### src/hw/rtl/imrq_pkg.sv
// Shared constants, codes and types for the int8 MAC reduce and requantize block.
package imrq_pkg;

    localparam int ROW_SUM_BITS_DEF = 19;
    localparam int ACC_BITS_DEF     = 27;
    localparam int TILE_GROWTH      = 7;

    localparam int RAW_BITS   = 27;
    localparam int MULT_BITS  = 17;
    localparam int SHIFT_BITS = 6;

    localparam logic signed [31:0] MULT_MIN  = 32'sd65540;
    localparam logic signed [31:0] MULT_MAX  = 32'sd131067;
    localparam logic [7:0]         SHIFT_MIN = 8'd23;
    localparam logic [7:0]         SHIFT_MAX = 8'd32;

    localparam logic [1:0] STATUS_OK       = 2'd0;
    localparam logic [1:0] STATUS_OVERFLOW = 2'd1;
    localparam logic [1:0] STATUS_REQUANT  = 2'd2;

    localparam logic CFG_RELU_ENABLE  = 1'b0;
    localparam logic CFG_TAPS_PER_ROW = 1'b1;

    typedef struct packed {
        logic [31:0] bias;
        logic [31:0] multiplier;
        logic [7:0]  shift_amount;
    } chan_t;

endpackage

### src/hw/rtl/imrq_if.sv
// Channel interfaces: activation and weight pairs in, requantized results out.
interface imrq_pair_if;
    logic              valid;
    logic              ready;
    logic signed [7:0] activation;
    logic signed [7:0] weight;
    logic              last_of_tile;
    logic              last_of_output;
    logic signed [31:0] bias;
    logic signed [31:0] multiplier;
    logic [7:0]        shift_amount;

    modport source (
        output valid, activation, weight, last_of_tile, last_of_output,
               bias, multiplier, shift_amount,
        input  ready
    );
    modport sink (
        input  valid, activation, weight, last_of_tile, last_of_output,
               bias, multiplier, shift_amount,
        output ready
    );
endinterface

interface imrq_result_if;
    logic               valid;
    logic               ready;
    logic signed [7:0]  output_value;
    logic signed [26:0] raw_accumulator;
    logic [1:0]         status;

    modport source (
        output valid, output_value, raw_accumulator, status,
        input  ready
    );
    modport sink (
        input  valid, output_value, raw_accumulator, status,
        output ready
    );
endinterface

### src/hw/rtl/imrq_accum.sv
// Product, row, tile and output accumulation stages with range checks.
module imrq_accum
    import imrq_pkg::*;
#(
    parameter int ROW_SUM_BITS = ROW_SUM_BITS_DEF,
    parameter int ACC_BITS     = ACC_BITS_DEF
) (
    input  logic                       clk,
    input  logic                       rst_n,
    input  logic                       advance,
    input  logic [3:0]                 taps_per_row,
    input  logic                       in_valid,
    input  logic signed [7:0]          activation,
    input  logic signed [7:0]          weight,
    input  logic                       last_of_tile,
    input  logic                       last_of_output,
    input  chan_t                      in_chan,
    output logic                       out_valid,
    output logic signed [ACC_BITS-1:0] out_total,
    output logic                       out_overflow,
    output chan_t                      out_chan
);

    localparam int TILE_BITS = ROW_SUM_BITS + TILE_GROWTH;
    localparam int RW        = ROW_SUM_BITS + 1;
    localparam int TW        = TILE_BITS + 1;
    localparam int SW        = ((ACC_BITS > TILE_BITS) ? ACC_BITS : TILE_BITS) + 1;

    // product stage
    logic                           p_vld_reg;
    logic signed [15:0]             p_prod_reg;
    logic                           p_lt_reg;
    logic                           p_lo_reg;
    chan_t                          p_chan_reg;

    // row stage
    logic [3:0]                     tap_count_reg;
    logic signed [ROW_SUM_BITS-1:0] row_partial_reg;
    logic                           r_vld_reg;
    logic                           r_close_reg;
    logic signed [ROW_SUM_BITS-1:0] r_row_reg;
    logic                           r_ovf_reg;
    logic                           r_lt_reg;
    logic                           r_lo_reg;
    chan_t                          r_chan_reg;

    // tile stage
    logic signed [TILE_BITS-1:0]    tile_total_reg;
    logic                           t_vld_reg;
    logic                           t_close_reg;
    logic signed [TILE_BITS-1:0]    t_tile_reg;
    logic                           t_ovf_reg;
    logic                           t_lo_reg;
    chan_t                          t_chan_reg;

    // output stage
    logic signed [ACC_BITS-1:0]     output_total_reg;
    logic                           overflow_seen_reg;
    logic                           o_vld_reg;
    logic signed [ACC_BITS-1:0]     o_total_reg;
    logic                           o_ovf_reg;
    chan_t                          o_chan_reg;

    logic signed [RW-1:0]           row_sum;
    logic signed [RW-1:0]           row_hi;
    logic                           row_ovf;
    logic signed [ROW_SUM_BITS-1:0] row_wrap;
    logic [3:0]                     tap_next;
    logic [3:0]                     taps_eff;
    logic                           row_close;

    logic signed [TW-1:0]           tile_sum;
    logic signed [TW-1:0]           tile_hi;
    logic                           tile_ovf;
    logic signed [TILE_BITS-1:0]    tile_wrap;
    logic                           tile_close;

    logic signed [SW-1:0]           out_sum;
    logic signed [SW-1:0]           out_hi;
    logic                           out_ovf;
    logic signed [ACC_BITS-1:0]     total_next;
    logic                           sticky_next;

    assign row_sum   = RW'(row_partial_reg) + RW'(p_prod_reg);
    assign row_hi    = row_sum >>> (ROW_SUM_BITS - 1);
    assign row_ovf   = !((row_hi == '0) || (row_hi == '1));
    assign row_wrap  = row_sum[ROW_SUM_BITS-1:0];
    assign tap_next  = tap_count_reg + 4'd1;
    assign taps_eff  = (taps_per_row == '0) ? 4'd1 : taps_per_row;
    assign row_close = (tap_next >= taps_eff) || p_lt_reg || p_lo_reg;

    assign tile_sum   = TW'(tile_total_reg) + TW'(r_row_reg);
    assign tile_hi    = tile_sum >>> (TILE_BITS - 1);
    assign tile_ovf   = r_close_reg && !((tile_hi == '0) || (tile_hi == '1));
    assign tile_wrap  = tile_sum[TILE_BITS-1:0];
    assign tile_close = r_lt_reg || r_lo_reg;

    assign out_sum     = SW'(output_total_reg) + SW'(t_tile_reg);
    assign out_hi      = out_sum >>> (ACC_BITS - 1);
    assign out_ovf     = t_close_reg && !((out_hi == '0) || (out_hi == '1));
    assign total_next  = t_close_reg ? out_sum[ACC_BITS-1:0] : output_total_reg;
    assign sticky_next = overflow_seen_reg || t_ovf_reg || out_ovf;

    always_ff @(posedge clk or negedge rst_n)
    begin
        if (!rst_n)
        begin
            p_vld_reg         <= 1'b0;
            r_vld_reg         <= 1'b0;
            t_vld_reg         <= 1'b0;
            o_vld_reg         <= 1'b0;
            tap_count_reg     <= '0;
            row_partial_reg   <= '0;
            tile_total_reg    <= '0;
            output_total_reg  <= '0;
            overflow_seen_reg <= 1'b0;
        end
        else if (advance)
        begin
            p_vld_reg <= in_valid;
            r_vld_reg <= p_vld_reg;
            t_vld_reg <= r_vld_reg;
            o_vld_reg <= t_vld_reg && t_lo_reg;
            if (p_vld_reg)
            begin
                if (row_close)
                begin
                    tap_count_reg   <= '0;
                    row_partial_reg <= '0;
                end
                else
                begin
                    tap_count_reg   <= tap_next;
                    row_partial_reg <= row_wrap;
                end
            end
            if (r_vld_reg)
            begin
                if (tile_close)
                begin
                    tile_total_reg <= '0;
                end
                else if (r_close_reg)
                begin
                    tile_total_reg <= tile_wrap;
                end
            end
            if (t_vld_reg)
            begin
                if (t_lo_reg)
                begin
                    output_total_reg  <= '0;
                    overflow_seen_reg <= 1'b0;
                end
                else
                begin
                    output_total_reg  <= total_next;
                    overflow_seen_reg <= sticky_next;
                end
            end
        end
    end

    always_ff @(posedge clk)
    begin
        if (advance)
        begin
            p_prod_reg  <= activation * weight;
            p_lt_reg    <= last_of_tile;
            p_lo_reg    <= last_of_output;
            p_chan_reg  <= in_chan;

            r_close_reg <= row_close;
            r_row_reg   <= row_wrap;
            r_ovf_reg   <= row_ovf;
            r_lt_reg    <= p_lt_reg;
            r_lo_reg    <= p_lo_reg;
            r_chan_reg  <= p_chan_reg;

            t_close_reg <= tile_close;
            t_tile_reg  <= tile_wrap;
            t_ovf_reg   <= r_ovf_reg || tile_ovf;
            t_lo_reg    <= r_lo_reg;
            t_chan_reg  <= r_chan_reg;

            o_total_reg <= total_next;
            o_ovf_reg   <= sticky_next;
            o_chan_reg  <= t_chan_reg;
        end
    end

    assign out_valid    = o_vld_reg;
    assign out_total    = o_total_reg;
    assign out_overflow = o_ovf_reg;
    assign out_chan     = o_chan_reg;

endmodule

### src/hw/rtl/imrq_requant.sv
// Bias, parameter checks, requantizing multiply, rounding shift, clamp and result register.
module imrq_requant
    import imrq_pkg::*;
#(
    parameter int ACC_BITS = ACC_BITS_DEF
) (
    input  logic                       clk,
    input  logic                       rst_n,
    input  logic                       advance,
    input  logic                       relu_enable,
    input  logic                       in_valid,
    input  logic signed [ACC_BITS-1:0] in_total,
    input  logic                       in_overflow,
    input  chan_t                      in_chan,
    output logic                       out_valid,
    output logic signed [7:0]          out_value,
    output logic signed [RAW_BITS-1:0] out_raw,
    output logic [1:0]                 out_status
);

    localparam int BW = ((ACC_BITS > 32) ? ACC_BITS : 32) + 1;
    localparam int PW = ACC_BITS + MULT_BITS + 1;

    logic                       a_vld_reg;
    logic signed [ACC_BITS-1:0] a_biased_reg;
    logic [MULT_BITS-1:0]       a_mult_reg;
    logic [SHIFT_BITS-1:0]      a_sh_reg;
    logic [1:0]                 a_status_reg;
    logic [RAW_BITS-1:0]        a_raw_reg;

    logic                       b_vld_reg;
    logic signed [PW-1:0]       b_prod_reg;
    logic [SHIFT_BITS-1:0]      b_sh_reg;
    logic [1:0]                 b_status_reg;
    logic [RAW_BITS-1:0]        b_raw_reg;

    logic                       out_vld_reg;
    logic signed [7:0]          out_value_reg;
    logic [RAW_BITS-1:0]        out_raw_reg;
    logic [1:0]                 out_status_reg;

    logic signed [BW-1:0]       biased;
    logic signed [BW-1:0]       biased_hi;
    logic                       params_ok;
    logic signed [63:0]         total_ext;
    logic [1:0]                 status_next;

    logic                       neg;
    logic [PW-1:0]              mag;
    logic [PW:0]                round_bit;
    logic [PW:0]                rounded;
    logic [PW:0]                quot;
    logic signed [7:0]          value_next;

    assign biased    = BW'(in_total) + BW'($signed(in_chan.bias));
    assign biased_hi = biased >>> (ACC_BITS - 1);
    assign params_ok = ((biased_hi == '0) || (biased_hi == '1))
                    && ($signed(in_chan.multiplier) >= MULT_MIN)
                    && ($signed(in_chan.multiplier) <= MULT_MAX)
                    && (in_chan.shift_amount >= SHIFT_MIN)
                    && (in_chan.shift_amount <= SHIFT_MAX);
    assign total_ext = 64'(in_total);

    always_comb
    begin
        priority if (in_overflow)
            status_next = STATUS_OVERFLOW;
        else if (!params_ok)
            status_next = STATUS_REQUANT;
        else
            status_next = STATUS_OK;
    end

    assign neg       = b_prod_reg[PW-1];
    assign mag       = neg ? -b_prod_reg : b_prod_reg;
    assign round_bit = {{PW{1'b0}}, 1'b1} << (b_sh_reg - 1'b1);
    assign rounded   = {1'b0, mag} + round_bit;
    assign quot      = rounded >> b_sh_reg;

    always_comb
    begin
        priority if (b_status_reg != STATUS_OK)
            value_next = '0;
        else if (neg && relu_enable)
            value_next = '0;
        else if (neg && (quot > (PW + 1)'(128)))
            value_next = -8'sd128;
        else if (neg)
            value_next = -quot[7:0];
        else if (quot > (PW + 1)'(127))
            value_next = 8'sd127;
        else
            value_next = quot[7:0];
    end

    always_ff @(posedge clk or negedge rst_n)
    begin
        if (!rst_n)
        begin
            a_vld_reg   <= 1'b0;
            b_vld_reg   <= 1'b0;
            out_vld_reg <= 1'b0;
        end
        else if (advance)
        begin
            a_vld_reg   <= in_valid;
            b_vld_reg   <= a_vld_reg;
            out_vld_reg <= b_vld_reg;
        end
    end

    always_ff @(posedge clk)
    begin
        if (advance)
        begin
            a_biased_reg   <= biased[ACC_BITS-1:0];
            a_mult_reg     <= in_chan.multiplier[MULT_BITS-1:0];
            a_sh_reg       <= in_chan.shift_amount[SHIFT_BITS-1:0];
            a_status_reg   <= status_next;
            a_raw_reg      <= in_overflow ? '0 : total_ext[RAW_BITS-1:0];

            b_prod_reg     <= PW'(a_biased_reg) * PW'($signed({1'b0, a_mult_reg}));
            b_sh_reg       <= a_sh_reg;
            b_status_reg   <= a_status_reg;
            b_raw_reg      <= a_raw_reg;

            out_value_reg  <= value_next;
            out_raw_reg    <= b_raw_reg;
            out_status_reg <= b_status_reg;
        end
    end

    assign out_valid  = out_vld_reg;
    assign out_value  = out_value_reg;
    assign out_raw    = out_raw_reg;
    assign out_status = out_status_reg;

endmodule

### src/hw/rtl/int8_mac_reduce_requantize.sv
// Top level: int8 dot product with row, tile and output range checks and requantization.
//
//  channel   dir  handshake      payload
//  pairs     in   valid/ready    activation, weight, last_of_tile, last_of_output,
//                                bias, multiplier, shift_amount
//  results   out  valid/ready    output_value, raw_accumulator, status
//  cfg       in   cfg_we         cfg_index, cfg_data
//
// One pair per cycle unless a waiting result holds the pipeline; a result leaves once the last
// pair of its output has passed the seven-stage pipeline: product, row, tile and output sums,
// bias and checks, requantizing multiply, rounding and clamp into the result register.
// Reset clears running sums, valid and sticky overflow flags; relu_enable to 0, taps_per_row to 1.
// A waiting result with results.ready low holds the whole pipeline; pairs.ready follows it.
module int8_mac_reduce_requantize
    import imrq_pkg::*;
#(
    parameter int ROW_SUM_BITS = ROW_SUM_BITS_DEF,
    parameter int ACC_BITS     = ACC_BITS_DEF
) (
    input  logic                clk,
    input  logic                rst_n,
    input  logic                cfg_we,
    input  logic                cfg_index,
    input  logic [3:0]          cfg_data,
    imrq_pair_if.sink           pairs,
    imrq_result_if.source       results
);

    logic                       relu_enable_reg;
    logic [3:0]                 taps_per_row_reg;
    logic                       advance;
    chan_t                      in_chan;
    logic                       acc_valid;
    logic signed [ACC_BITS-1:0] acc_total;
    logic                       acc_overflow;
    chan_t                      acc_chan;

    always_ff @(posedge clk or negedge rst_n)
    begin
        if (!rst_n)
        begin
            relu_enable_reg  <= 1'b0;
            taps_per_row_reg <= 4'd1;
        end
        else if (cfg_we)
        begin
            unique case (cfg_index)
                CFG_RELU_ENABLE:  relu_enable_reg  <= cfg_data[0];
                CFG_TAPS_PER_ROW: taps_per_row_reg <= cfg_data;
                default:          relu_enable_reg  <= relu_enable_reg;
            endcase
        end
    end

    // hold everything while a finished result waits
    assign advance      = !results.valid || results.ready;
    assign pairs.ready  = advance;

    assign in_chan.bias         = pairs.bias;
    assign in_chan.multiplier   = pairs.multiplier;
    assign in_chan.shift_amount = pairs.shift_amount;

    imrq_accum #(
        .ROW_SUM_BITS (ROW_SUM_BITS),
        .ACC_BITS     (ACC_BITS)
    ) u_accum (
        .clk            (clk),
        .rst_n          (rst_n),
        .advance        (advance),
        .taps_per_row   (taps_per_row_reg),
        .in_valid       (pairs.valid),
        .activation     (pairs.activation),
        .weight         (pairs.weight),
        .last_of_tile   (pairs.last_of_tile),
        .last_of_output (pairs.last_of_output),
        .in_chan        (in_chan),
        .out_valid      (acc_valid),
        .out_total      (acc_total),
        .out_overflow   (acc_overflow),
        .out_chan       (acc_chan)
    );

    imrq_requant #(
        .ACC_BITS (ACC_BITS)
    ) u_requant (
        .clk         (clk),
        .rst_n       (rst_n),
        .advance     (advance),
        .relu_enable (relu_enable_reg),
        .in_valid    (acc_valid),
        .in_total    (acc_total),
        .in_overflow (acc_overflow),
        .in_chan     (acc_chan),
        .out_valid   (results.valid),
        .out_value   (results.output_value),
        .out_raw     (results.raw_accumulator),
        .out_status  (results.status)
    );

endmodule
### src/flat_wrapper.sv
// flat-port wrapper written by rule: the top's interface ports become plain ports
module int8_mac_reduce_requantize_flat import imrq_pkg::*;
#(
    parameter int ROW_SUM_BITS = ROW_SUM_BITS_DEF,
    parameter int ACC_BITS     = ACC_BITS_DEF
)
  (clk, rst_n, cfg_we, cfg_index, cfg_data, pairs_valid, pairs_activation, pairs_weight, pairs_last_of_tile, pairs_last_of_output, pairs_bias, pairs_multiplier, pairs_shift_amount, pairs_ready, results_valid, results_output_value, results_raw_accumulator, results_status, results_ready);
  imrq_pair_if pairs_i ();
  imrq_result_if results_i ();
  input  logic clk;
  input  logic rst_n;
  input  logic cfg_we;
  input  logic cfg_index;
  input  logic [3:0] cfg_data;
  input wire logic [$bits(pairs_i.valid)-1:0] pairs_valid;
  input wire logic [$bits(pairs_i.activation)-1:0] pairs_activation;
  input wire logic [$bits(pairs_i.weight)-1:0] pairs_weight;
  input wire logic [$bits(pairs_i.last_of_tile)-1:0] pairs_last_of_tile;
  input wire logic [$bits(pairs_i.last_of_output)-1:0] pairs_last_of_output;
  input wire logic [$bits(pairs_i.bias)-1:0] pairs_bias;
  input wire logic [$bits(pairs_i.multiplier)-1:0] pairs_multiplier;
  input wire logic [$bits(pairs_i.shift_amount)-1:0] pairs_shift_amount;
  output wire logic [$bits(pairs_i.ready)-1:0] pairs_ready;
  output wire logic [$bits(results_i.valid)-1:0] results_valid;
  output wire logic [$bits(results_i.output_value)-1:0] results_output_value;
  output wire logic [$bits(results_i.raw_accumulator)-1:0] results_raw_accumulator;
  output wire logic [$bits(results_i.status)-1:0] results_status;
  input wire logic [$bits(results_i.ready)-1:0] results_ready;
  assign pairs_i.valid = pairs_valid;
  assign pairs_i.activation = pairs_activation;
  assign pairs_i.weight = pairs_weight;
  assign pairs_i.last_of_tile = pairs_last_of_tile;
  assign pairs_i.last_of_output = pairs_last_of_output;
  assign pairs_i.bias = pairs_bias;
  assign pairs_i.multiplier = pairs_multiplier;
  assign pairs_i.shift_amount = pairs_shift_amount;
  assign pairs_ready = pairs_i.ready;
  assign results_valid = results_i.valid;
  assign results_output_value = results_i.output_value;
  assign results_raw_accumulator = results_i.raw_accumulator;
  assign results_status = results_i.status;
  assign results_i.ready = results_ready;
  int8_mac_reduce_requantize #(.ROW_SUM_BITS(ROW_SUM_BITS), .ACC_BITS(ACC_BITS)) u_core (.clk(clk), .rst_n(rst_n), .cfg_we(cfg_we), .cfg_index(cfg_index), .cfg_data(cfg_data), .pairs(pairs_i), .results(results_i));
endmodule
### config.mk
export PLATFORM = sky130hd
export DESIGN_NAME = int8_mac_reduce_requantize_flat
export DESIGN_NICKNAME = d
export VERILOG_FILES = /design/src/hw/rtl/imrq_pkg.sv /design/src/hw/rtl/imrq_if.sv /design/src/hw/rtl/imrq_accum.sv /design/src/hw/rtl/imrq_requant.sv /design/src/hw/rtl/int8_mac_reduce_requantize.sv /design/src/flat_wrapper.sv
export SDC_FILE = /design/constraint.sdc
export NUM_CORES = 2
export LEC_CHECK = 0
export ABC_AREA = 1
export BUFFER_PORTS_ARGS = -buffer_cell sky130_fd_sc_hd__buf_2
export CORE_ASPECT_RATIO = 1.5
export CORE_UTILIZATION = 55
export DETAILED_ROUTE_END_ITERATION = 8
export GPL_TIMING_DRIVEN = 0
export PLACE_DENSITY = 0.72
export RECOVER_POWER = 100
export SLEW_MARGIN = 20
export SYNTH_ARGS = -nofsm -noshare
export SYNTH_HDL_FRONTEND = slang
export SYNTH_SLANG_ARGS = --single-unit
### constraint.sdc
create_clock -name clk -period 19.9 [get_ports clk]
set_input_delay 1.99 -clock clk [delete_from_list [all_inputs] [get_ports clk]]
set_output_delay 1.99 -clock clk [all_outputs]
set_load 0.05 [all_outputs]
==> run metrics <==
status finished, violations left; failing checks max-capacitance violations, max-slew violations; row cnt 139; Final Hold Violating Endpoints 0; syn_area_per_cell 9.05 um^2; full die area 98100 um^2; Post-synth EDFFs 582; initial antenna violation count 0; Root Driver clkbuf_16; Total Routed Length 155 mm; cell area after synthesis 53200 um^2; CP max-delay cell clkbuf_1; Placer Congestion 1.04; # diodes 0; Final Skew 51.9 ps; Die H 383 um; gr usage total 0.323; Synth Net Count 6783; Iter 0 DRT Violations 2478; Congestion Overflow GR 0; most common cell after layout, fill and taps aside nand2_1; largest area contributor in the netlist edfxtp_1; first-pass GRT wire length 236 mm; Synth Area in XOR/XNOR 0.0355; max cap viols 9; area grow syn2layout 7.94%; vias in the first global route 42300; hold wc startpoint u_core.u_accum.r_chan_reg[17]; Peak Freq 78.1 MHz; post-CTS sizing 0; FF-to-FF End u_core.u_requant.b_sh_reg[1]; measured slew at the worst slew-check pin 4560 ps; Setup Buffers After CTS 0; Nets 6975; pin count of the biggest net entering global routing 94; Hold Path End u_core.u_accum.t_chan_reg[17]; post-synthesis simple-gate area fraction 0.175; total CTS buffers 57; CTS Buffer Depth 3; post-synthesis sequential area ratio 0.370; cells along the critical path buf_2 > nor2_1 > clkinvlp_2 > clkbuf_1 > clkbuf_1 > clkbuf_1; Unique masters post-synth 62; 1st-pass router iterations 6; start of the worst register-to-register path u_core.u_requant.out_valid; routed via count 40000; CTS tree built; share of the synthesized area in the top cell type 0.328; Core ar. 95800 um^2; drt drc 0; delay-heaviest family, CP buffers and inverters; R2R Setup Slk 8070 ps; worst endpoint required time 20060 ps; Min-Delay Path Class reg -> reg; cell mode on critical path clkbuf_1; clock slew seen by the registers of the worst setup and hold paths 70 ps; Synth warnings 0; Worst Hold Depth 0; CP bufs+invs 5; crit end category flop; Setup violations, final 0; fraction of the mapped netlist area in adder cells 0.259; CP Launch Type primary input; initial core utilization 0.556; vias per inst 5.41; Pins Over Slew Limit 679; Post-DP HPWL 128 mm; share of post-route cells with drive strength above 1 0.0485; Clk Latency, worst-skew pair 680 ps; Syn Inst Count 5883; Design Area, Final 57500 um^2; relative slew slack -2.04; Max FO, Critical Path 91; DR WL/cell 21.0 um; Synth Area in Compound Gates 0.0593; top post-synthesis cells by area edfxtp_1 33%, fa_1 19%, nand2_1 10%; IO Port Bufs 123; Critical Path Max Stage Delay 3290 ps; main combinational cell family by area after synthesis adder cells; Reg2Reg Depth 6; asr flop ratio synth 0.133; Worst EP arrival 12960 ps; Final period util 0.643; Ports 139; CTS H-tree depth 2; mux contribution to synthesized area 0.000188; CTS sink cnt 671; antenna viol nets, final 0; Area after DPL 55700 um^2; commonest non-fill, non-tap cells in the layout 1416 x nand2_1, 1212 x inv_1, 582 x edfxtp_1, 506 x fa_1, 334 x nand3_1; Final Critical Period 12800 ps; cts hold-fix bufs 0; die width 256 um; Synth Register Bits 671; Synth Flop Type edfxtp_1; WS Path Type in -> reg; RSZ-0062 raised after global routing no
-- cells by family (layout without fill, tap and decap cells) --
kind of cell | after synthesis | in the layout
flip-flops | 671 | 671
AO/OA/AOI/OAI | 550 | 550
multiplexers | 1 | 1
adder cells (fa/ha/maj) | 800 | 800
AND/OR/NAND/NOR | 2225 | 2225
buffers and inverters | 1421 | 1662
XOR/XNOR | 215 | 215
-- final cells by class --
type / instances / area (um^2)
Fill cell: 8319 / 38400
Tap cell: 1269 / 1590
Sequential cell: 671 / 19700
Clock buffer: 68 / 1530
Clock inverter: 40 / 500
Buffer: 194 / 762
Timing Repair Buffer: 133 / 607
Inverter: 1227 / 4610
Multi-Input combinational cell: 3791 / 28200
-- synthesized netlist by cell type, types with 12 or more instances --
cell type,count
clkbuf_1,157
fa_1,506
nand2_1,1415
xor2_1,127
o21ai_0,140
nand4_1,35
a21oi_1,230
buf_2,23
inv_1,1212
nand3_2,17
o22ai_1,16
nand3_1,333
ha_1,294
nand2_2,18
a31oi_1,13
nor2_2,22
dfrtp_1,88
xnor2_1,87
o21ai_1,30
or2_2,12
o21bai_1,22
buf_1,12
nor4_1,24
a22o_1,32
edfxtp_1,582
nor3_1,35
nor2_1,294
-- through the flow --
step | hold WS, ps | setup TNS (ps) | cells | utilization | setup slack, ps
floorplan | 400 | 0 | 5883 | - | 2000
global placement | 400 | -2111070 | 7275 | 0.579 | -3910
detailed placement | 405 | 0 | 7285 | 0.581 | 11840
CTS | 387 | 0 | 7393 | 0.602 | 11810
global route | 397 | 0 | 7393 | 0.600 | 5970
finish | 396 | 0 | 7393 | 0.600 | 7100
-- worst reg2reg max path, cell delays in order (launching register included) --
cell and delay (ps):
dfrtp_1 380, inv_1 50, nor2_1 130, clkinvlp_2 1680, clkbuf_1 2400, clkbuf_1 3250, clkbuf_1 3320
-- routing by layer --
layer / GRT usage / vias up / part of all wire
met1: 0.306 / 19200 / 0.32
met2: 0.608 / 1346 / 0.53
met4: 0.287 / 0 / 0.11
li1: - / 18900 / -
met5: 0 / - / 0
met3: 0.0393 / 555 / 0.045
-- worst max-delay path by stage --
stage	cells after the start	to	startpoint	slack, ps
floorplan	2	u_core.u_accum.out_chan[0]	results_ready	2000
global placement	4	pairs_ready	results_ready	-3910
detailed placement	27	u_core.u_requant.b_prod_reg[44]	u_core.u_requant.a_mult_reg[6]	11840
CTS	27	u_core.u_requant.b_prod_reg[44]	u_core.u_requant.a_mult_reg[6]	11810
global route	6	u_core.u_accum.p_chan_reg[0]	results_ready	5970
finish	6	u_core.u_requant.b_sh_reg[1]	results_ready	7100
Power is not shown: default switching activity piles up to over one toggle a cycle in this logic, so the estimate is an artifact.
